## src/sv/pdrv_pkg.sv

```systemverilog
package pdrv_pkg;

  // Position and error formats, Q.4 degrees.
  localparam int PosW   = 24;
  localparam int ErrW   = PosW + 1;
  localparam int DiffW  = PosW + 2;

  // Unsigned Q4.12 gains, widened by one sign bit for signed products.
  localparam int GainW  = 16;
  localparam int PProdW = GainW + 1 + ErrW;
  localparam int DProdW = GainW + 1 + DiffW;

  // Band registers and the speed limit.
  localparam int BandW  = 23;
  localparam int SpdLimW = 15;
  localparam int SpeedOutW = 16;

  // Integral accumulator, Q.16 percent.
  localparam int IntegW = 40;
  localparam int IsumW  = ((IntegW > PProdW) ? IntegW : PProdW) + 1;

  // Sum of P, I and D, and the Q29.8 speed after the shift by eight.
  localparam int TotW   = ((DProdW > IntegW) ? DProdW : IntegW) + 2;
  localparam int FracShift = 8;
  localparam int SpeedW = TotW - FracShift;

  // Width used to compare the absolute error with the bands.
  localparam int CmpW   = (ErrW > BandW) ? ErrW : BandW;

  // Configuration port.
  localparam int CfgW   = (PosW > BandW) ? PosW : BandW;
  localparam int CfgIdxW = 3;

  typedef enum logic [CfgIdxW-1:0] {
    CfgGainP        = 3'd0,
    CfgGainI        = 3'd1,
    CfgGainD        = 3'd2,
    CfgIntegralZone = 3'd3,
    CfgMaxSpeed     = 3'd4,
    CfgTargetPos    = 3'd5,
    CfgSettleError  = 3'd6
  } cfg_idx_e;

  // Register values after reset.
  localparam logic [GainW-1:0]   GainPRst   = 16'd1516;
  localparam logic [GainW-1:0]   GainIRst   = 16'd0;
  localparam logic [GainW-1:0]   GainDRst   = 16'd1229;
  localparam logic [BandW-1:0]   IzoneRst   = 23'd800;
  localparam logic [SpdLimW-1:0] MaxSpdRst  = 15'd25600;
  localparam logic [BandW-1:0]   SettleRst  = 23'd3;

  // One percent in Q8.8.
  localparam int OnePercent = 256;

endpackage

```

## src/sv/position_pid_drive.sv

```systemverilog
// Position PID controller with an integral zone. Each input beat carries a
// measured position (Q.4 degrees) and a restart flag; each produces exactly one
// output beat with a signed Q8.8 speed command and a move-done flag. The block
// is a five-register pipeline (input, error, products, integral, output) and
// accepts one beat per clock unless out_stall_i holds the pipeline back. The
// integral and previous-error state are updated in pipeline order, so
// back-to-back beats see the state left by the beat before them. A restart
// clears both before the sample is used. Configuration registers are to be
// written through cfg_we_i only while the pipeline is empty; the block itself
// does not enforce this. A write to an index above six is ignored.
module position_pid_drive (
  input  logic                                 clk_i,
  input  logic                                 rst_ni,
  input  logic                                 cfg_we_i,
  input  logic [pdrv_pkg::CfgIdxW-1:0]         cfg_index_i,
  input  logic [pdrv_pkg::CfgW-1:0]            cfg_data_i,
  input  logic                                 in_valid_i,
  output logic                                 in_stall_o,
  input  logic signed [pdrv_pkg::PosW-1:0]     measured_position_i,
  input  logic                                 restart_i,
  output logic                                 out_valid_o,
  input  logic                                 out_stall_i,
  output logic signed [pdrv_pkg::SpeedOutW-1:0] drive_speed_o,
  output logic                                 move_done_o
);

  // Configuration registers.
  logic [pdrv_pkg::GainW-1:0]        gain_p_q, gain_i_q, gain_d_q;
  logic [pdrv_pkg::BandW-1:0]        izone_q, settle_q;
  logic [pdrv_pkg::SpdLimW-1:0]      max_spd_q;
  logic signed [pdrv_pkg::PosW-1:0]  target_q;

  always_ff @(posedge clk_i or negedge rst_ni) begin
    if (!rst_ni) begin
      gain_p_q  <= pdrv_pkg::GainPRst;
      gain_i_q  <= pdrv_pkg::GainIRst;
      gain_d_q  <= pdrv_pkg::GainDRst;
      izone_q   <= pdrv_pkg::IzoneRst;
      max_spd_q <= pdrv_pkg::MaxSpdRst;
      target_q  <= '0;
      settle_q  <= pdrv_pkg::SettleRst;
    end else if (cfg_we_i) begin
      case (cfg_index_i)
        pdrv_pkg::CfgGainP:        gain_p_q  <= cfg_data_i[pdrv_pkg::GainW-1:0];
        pdrv_pkg::CfgGainI:        gain_i_q  <= cfg_data_i[pdrv_pkg::GainW-1:0];
        pdrv_pkg::CfgGainD:        gain_d_q  <= cfg_data_i[pdrv_pkg::GainW-1:0];
        pdrv_pkg::CfgIntegralZone: izone_q   <= cfg_data_i[pdrv_pkg::BandW-1:0];
        pdrv_pkg::CfgMaxSpeed:     max_spd_q <= cfg_data_i[pdrv_pkg::SpdLimW-1:0];
        pdrv_pkg::CfgTargetPos:    target_q  <= $signed(cfg_data_i[pdrv_pkg::PosW-1:0]);
        pdrv_pkg::CfgSettleError:  settle_q  <= cfg_data_i[pdrv_pkg::BandW-1:0];
        default: ;
      endcase
    end
  end

  // Pipeline flow: a stage moves when it is empty or the next stage moves.
  logic a_v_q, b_v_q, c_v_q, d_v_q, e_v_q;
  logic adv_a, adv_b, adv_c, adv_d, adv_e;

  assign adv_e = !e_v_q || !out_stall_i;
  assign adv_d = !d_v_q || adv_e;
  assign adv_c = !c_v_q || adv_d;
  assign adv_b = !b_v_q || adv_c;
  assign adv_a = !a_v_q || adv_b;
  assign in_stall_o = !adv_a;

  always_ff @(posedge clk_i or negedge rst_ni) begin
    if (!rst_ni) begin
      a_v_q <= 1'b0;
      b_v_q <= 1'b0;
      c_v_q <= 1'b0;
      d_v_q <= 1'b0;
      e_v_q <= 1'b0;
    end else begin
      if (adv_a) a_v_q <= in_valid_i;
      if (adv_b) b_v_q <= a_v_q;
      if (adv_c) c_v_q <= b_v_q;
      if (adv_d) d_v_q <= c_v_q;
      if (adv_e) e_v_q <= d_v_q;
    end
  end

  // Stage A: input register.
  logic signed [pdrv_pkg::PosW-1:0] meas_a_q;
  logic                             rst_a_q;

  always_ff @(posedge clk_i) begin
    if (in_valid_i && adv_a) begin
      meas_a_q <= measured_position_i;
      rst_a_q  <= restart_i;
    end
  end

  // Stage B: error, band checks and change in error.
  logic signed [pdrv_pkg::ErrW-1:0]  err_a, prev_eff, prev_err_q;
  logic [pdrv_pkg::ErrW-1:0]         aerr_a;
  logic [pdrv_pkg::CmpW-1:0]         aerr_cmp;
  logic signed [pdrv_pkg::DiffW-1:0] diff_a;
  logic                              zone_a, settle_a;

  assign err_a    = pdrv_pkg::ErrW'(target_q) - pdrv_pkg::ErrW'(meas_a_q);
  assign aerr_a   = err_a[pdrv_pkg::ErrW-1] ? pdrv_pkg::ErrW'(-err_a)
                                            : pdrv_pkg::ErrW'(err_a);
  assign aerr_cmp = pdrv_pkg::CmpW'(aerr_a);
  assign zone_a   = aerr_cmp < pdrv_pkg::CmpW'(izone_q);
  assign settle_a = aerr_cmp < pdrv_pkg::CmpW'(settle_q);
  assign prev_eff = rst_a_q ? '0 : prev_err_q;
  assign diff_a   = pdrv_pkg::DiffW'(err_a) - pdrv_pkg::DiffW'(prev_eff);

  logic signed [pdrv_pkg::ErrW-1:0]  err_b_q;
  logic signed [pdrv_pkg::DiffW-1:0] diff_b_q;
  logic                              zone_b_q, settle_b_q, rst_b_q;

  always_ff @(posedge clk_i or negedge rst_ni) begin
    if (!rst_ni) begin
      prev_err_q <= '0;
    end else if (a_v_q && adv_b) begin
      prev_err_q <= err_a;
    end
  end

  always_ff @(posedge clk_i) begin
    if (a_v_q && adv_b) begin
      err_b_q    <= err_a;
      diff_b_q   <= diff_a;
      zone_b_q   <= zone_a;
      settle_b_q <= settle_a;
      rst_b_q    <= rst_a_q;
    end
  end

  // Stage C: gain products.
  logic signed [pdrv_pkg::PProdW-1:0] p_b, ip_b;
  logic signed [pdrv_pkg::DProdW-1:0] d_b;

  assign p_b  = $signed({1'b0, gain_p_q}) * err_b_q;
  assign ip_b = $signed({1'b0, gain_i_q}) * err_b_q;
  assign d_b  = $signed({1'b0, gain_d_q}) * diff_b_q;

  logic signed [pdrv_pkg::PProdW-1:0] p_c_q, ip_c_q;
  logic signed [pdrv_pkg::DProdW-1:0] d_c_q;
  logic                               zone_c_q, settle_c_q, rst_c_q;

  always_ff @(posedge clk_i) begin
    if (b_v_q && adv_c) begin
      p_c_q      <= p_b;
      ip_c_q     <= ip_b;
      d_c_q      <= d_b;
      zone_c_q   <= zone_b_q;
      settle_c_q <= settle_b_q;
      rst_c_q    <= rst_b_q;
    end
  end

  // Stage D: saturating integral update inside the zone.
  localparam logic signed [pdrv_pkg::IntegW-1:0] IntegMax =
    {1'b0, {(pdrv_pkg::IntegW-1){1'b1}}};
  localparam logic signed [pdrv_pkg::IntegW-1:0] IntegMin =
    {1'b1, {(pdrv_pkg::IntegW-1){1'b0}}};

  logic signed [pdrv_pkg::IntegW-1:0] integ_q, integ_eff, integ_new;
  logic signed [pdrv_pkg::IsumW-1:0]  isum;

  assign integ_eff = rst_c_q ? '0 : integ_q;
  assign isum = pdrv_pkg::IsumW'(integ_eff) + pdrv_pkg::IsumW'(ip_c_q);

  always_comb begin
    if (!zone_c_q) begin
      integ_new = integ_eff;
    end else if (isum > pdrv_pkg::IsumW'(IntegMax)) begin
      integ_new = IntegMax;
    end else if (isum < pdrv_pkg::IsumW'(IntegMin)) begin
      integ_new = IntegMin;
    end else begin
      integ_new = isum[pdrv_pkg::IntegW-1:0];
    end
  end

  always_ff @(posedge clk_i or negedge rst_ni) begin
    if (!rst_ni) begin
      integ_q <= '0;
    end else if (c_v_q && adv_d) begin
      integ_q <= integ_new;
    end
  end

  logic signed [pdrv_pkg::PProdW-1:0] p_d_q;
  logic signed [pdrv_pkg::DProdW-1:0] d_d_q;
  logic signed [pdrv_pkg::IntegW-1:0] integ_d_q;
  logic                               settle_d_q;

  always_ff @(posedge clk_i) begin
    if (c_v_q && adv_d) begin
      p_d_q      <= p_c_q;
      d_d_q      <= d_c_q;
      integ_d_q  <= integ_new;
      settle_d_q <= settle_c_q;
    end
  end

  // Stage E: sum, Q.16 to Q8.8, speed limit and settle band.
  logic signed [pdrv_pkg::TotW-1:0]       total;
  logic signed [pdrv_pkg::SpeedW-1:0]     speed, lim;
  logic signed [pdrv_pkg::SpeedOutW-1:0]  speed_out;
  logic                                   done;

  assign total = pdrv_pkg::TotW'(p_d_q) + pdrv_pkg::TotW'(integ_d_q)
               + pdrv_pkg::TotW'(d_d_q);
  assign speed = total[pdrv_pkg::TotW-1:pdrv_pkg::FracShift];
  assign lim   = pdrv_pkg::SpeedW'({1'b0, max_spd_q});

  always_comb begin
    if (settle_d_q) begin
      speed_out = '0;
    end else if (speed > lim) begin
      speed_out = lim[pdrv_pkg::SpeedOutW-1:0];
    end else if (speed < -lim) begin
      speed_out = pdrv_pkg::SpeedOutW'(-lim);
    end else begin
      speed_out = speed[pdrv_pkg::SpeedOutW-1:0];
    end
  end

  assign done = (speed_out < pdrv_pkg::SpeedOutW'(pdrv_pkg::OnePercent)) &&
                (speed_out > -pdrv_pkg::SpeedOutW'(pdrv_pkg::OnePercent));

  logic signed [pdrv_pkg::SpeedOutW-1:0] speed_e_q;
  logic                                  done_e_q;

  always_ff @(posedge clk_i) begin
    if (d_v_q && adv_e) begin
      speed_e_q <= speed_out;
      done_e_q  <= done;
    end
  end

  assign out_valid_o   = e_v_q;
  assign drive_speed_o = speed_e_q;
  assign move_done_o   = done_e_q;

endmodule
```

## config.mk

```make
export PLATFORM = sky130hd
export DESIGN_NAME = position_pid_drive
export DESIGN_NICKNAME = d
export VERILOG_FILES = /design/src/sv/pdrv_pkg.sv /design/src/sv/position_pid_drive.sv
export SDC_FILE = /design/constraint.sdc
export NUM_CORES = 2
export LEC_CHECK = 0
export BUFFER_PORTS_ARGS = -buffer_cell sky130_fd_sc_hd__buf_4
export CAP_MARGIN = 0
export CELL_PAD_IN_SITES_DETAIL_PLACEMENT = 0
export CELL_PAD_IN_SITES_GLOBAL_PLACEMENT = 2
export CORE_MARGIN = 5
export CORE_UTILIZATION = 36
export CTS_CLUSTER_DIAMETER = 120
export CTS_CLUSTER_SIZE = 10
export DETAILED_ROUTE_END_ITERATION = 8
export PLACE_DENSITY = 0.81
export SYNTH_ARGS = -nofsm -noshare
export SYNTH_HDL_FRONTEND = slang
export SYNTH_SLANG_ARGS = --single-unit
```

## constraint.sdc

```tcl
create_clock -name clk_i -period 6.7 [get_ports clk_i]
set_input_delay 1.005 -clock clk_i [delete_from_list [all_inputs] [get_ports clk_i]]
set_output_delay 1.005 -clock clk_i [all_outputs]
set_load 0.03 [all_outputs]
```

==> impl_metrics.ini <==
[setup_path]
cp.arrival_ns = 7.28
endpoint_kind = flip-flop
crit_fanout = 4
critPathRequiredTime_ns = 7.11
cp_slowest_cell = fa_1
start_kind = flip-flop
crit_top_cell = fa_1
critical_path_class = flip-flop to flip-flop
worst_path_largest_cell_delay_ns = 0.55

[sta]
slew_headroom = 0.220
finalHoldViolCount = 0
max_freq_ghz = 0.146
worst_pin_slew_ns = 1.17
maxSlewViolCount = 0
fin_worst_skew_ns = 0.0480
fin_crit_sh = 1.02
finalCriticalPeriod_ns = 6.87
layout_setup_ws_ns = -0.167
setup_viol = 11
rsz0062_at_grt = true

[placed_design]
dp.final_hpwl_um = 170000
gp_congestion = 0.863
port_buffers = 75

[floorplanning]
pin_count = 76
die_h_um = 461
fp-row-count = 165
die_area_mm2 = 0.213
coreArea_mm2 = 0.202
die_x_um = 461
start_util = 0.362

[synth]
synthArstFlopShare = 0.366
syn-mean-instance-area_um2 = 9.84
synth_cells = 7443
ys_seq_area_frac = 0.214
yosysTopAreaCell = fa_1
yosys_warnings = 0
ys_seq_elements = 555
synth-edff-count = 352
syn_area_mm2 = 0.0732
synthTopCellsByArea = fa_1 34%, edfxtp_1 14%, ha_1 9.2%
ys_types = 87
synth_top_area_share = 0.337
synth_flop_cell = edfxtp_1
syn-num-nets = 9273

[cells_and_area]
fin_nets = 9824
drive_above_1_share = 0.159
fill_cells = 19789
post-route-util = 0.423
syn_to_final_growth_pct = 16.8

[clocking]
cts_buffers = 69
cts_buffer_depth = 3
cts_tree = built
clk_latency_ns = 0.70
root_buffer = clkbuf_16
clk_pin_slew_ns = 0.06
cts.sinks = 555
htree_levels = 3
cts-hold-fix-buffers = 0

[job]
cap_violations = 0

[routing]
vias = 53126
drt-initial-drc-count = 3465
drcViolationCount = 0
drtPass1Iterations = 6
viasPerCell = 4.95
wire_per_inst_um = 19.5
drtAntennaViolNets = 0
drt-total-wl_um = 209000

[status]
status = finished with violations
violations = negative setup slack

[global_route]
antenna_found_initial = 15
grt_pass1_vias = 55698
grt_max_degree = 132
overflow = 0
grt_usage = 0.200
grt_pass1_wl_um = 329000

[worst_hold_path]
min_path_type = input pin to async pin
synthesized netlist by cell type (all sizes together), types with 27 or more instances:
cell / count
nor2: 206
edfxtp: 352
nand2b: 66
xor2: 66
nand3: 72
ha: 541
and3: 31
nand2: 911
o21ai: 178
o21a: 46
nand4: 32
clkbuf: 288
inv: 1479
mux2: 133
fa: 1232
a211oi: 40
xnor2: 186
a21o: 97
a31oi: 27
nor2b: 83
and2: 529
nor3: 60
a21oi: 287
dfrtp: 182
sequential cells by signal (all words and copies together) (netlist names), 24 cells and up:
register	cells
d_d_q	43
ip_c_q	42
diff_b_q	26
target_q	24
p_c_q	42
prev_err_q	25
d_c_q	43
err_b_q	25
p_d_q	42
meas_a_q	24
integ_q	40
integ_d_q	40
critical path: cells and delay by family, from the launching register on:
| kind | cells | cell delay, ns |
|---|---|---|
| simple gates | 4 | 0.42 |
| flops | 1 | 0.49 |
| compound gates | 8 | 1.62 |
| xor+xnor | 1 | 0.13 |
| buf+inv | 9 | 1.01 |
| fa+ha+maj | 7 | 2.92 |
repair_timing:
| action | in CTS | in global routing |
|---|---|---|
| resized for setup | 131 | 213 |
| gates cloned | 0 | 2 |
| setup endpoints to repair | 32 | 44 |
| pin swaps | 101 | 140 |
| buffers inserted | 48 | 41 |
stage by stage:
step	cell area, um^2	TNS (ns)	setup slack (ns)	hold WS [ns]	cells
floorplan	73300	-0.0763	-0.0763	0.400	7443
global placement	81300	-5.58	-0.513	0.403	10510
detailed placement	81300	-6.75	-0.535	0.405	10510
CTS	84300	-1.10	-0.225	0.371	10682
global route	85500	-4.77	-0.367	0.389	10722
finish	85500	-0.827	-0.167	0.360	10728
cells in the final DEF, fill, tap and decap left out, types with 30 or more instances in the layout:
master,count
nor2_1,201
nand2_1,879
a211oi_1,32
buf_12,49
buf_6,55
o21a_1,45
ha_1,515
a21oi_1,255
inv_1,1450
clkbuf_1,42
a21o_1,96
and2_1,525
dfrtp_1,175
buf_4,667
mux2_2,133
xor2_1,60
fa_1,1222
xnor2_1,175
clkbuf_16,72
edfxtp_1,352
nand4_1,31
o21ai_0,154
nor3_1,55
nor2b_1,82
nand2b_1,66
inv_2,30
nand3_1,68
per-layer routing:
layer | vias up | global-route usage | share of wire
met5 | - | 0 | 0.000062
met4 | 2 | 0.0502 | 0.025
met3 | 221 | 0.0215 | 0.051
met2 | 1236 | 0.332 | 0.48
met1 | 27245 | 0.281 | 0.44
li1 | 24422 | - | -
cell families after synthesis:
| family | count (synthesis) | share of synthesized area |
|---|---|---|
| AND/OR/NAND/NOR | 2074 | 0.138 |
| buffers and inverters | 1778 | 0.0913 |
| adder cells (fa/ha/maj) | 1773 | 0.429 |
| flip-flops | 555 | 0.214 |
| multiplexers | 141 | 0.0215 |
| XOR/XNOR | 252 | 0.0301 |
| AO/OA/AOI/OAI | 870 | 0.0758 |
final cells by class:
| cell class | instances | area (um^2) | share of cell area |
|---|---|---|---|
| multi-input cells | 5110 | 52200 | 0.610 |
| flip-flops and latches | 555 | 15700 | 0.183 |
| repair buffers | 776 | 6680 | 0.0781 |
| inverters | 1482 | 5570 | 0.0651 |
| well taps | 2672 | 3340 | 0.0391 |
| clock buffers | 113 | 1930 | 0.0226 |
| clock inverters | 12 | 106 | 0.00124 |
| diodes | 8 | 20.0 | 0.000234 |
path summary, 6_finish.rpt:
check | start | slack (ns) | cells past startpoint | end
worst max-delay path | err_b_q[7] | -0.17 | 29 | p_c_q[41]
worst min-delay path | rst_ni | 0.36 | 1 | gain_i_q[13]
worst max register to register | err_b_q[7] | -0.17 | 29 | p_c_q[41]
worst min register to register | p_c_q[3] | 0.41 | 0 | p_d_q[3]
max in group asynchronous | rst_ni | 4.98 | 2 | target_q[19]
min in group clk_i | p_c_q[3] | 0.41 | 0 | p_d_q[3]
Power is left out: the tool's default activity adds up to more than one toggle a clock period on the data nets, which glitch-free logic cannot reach.
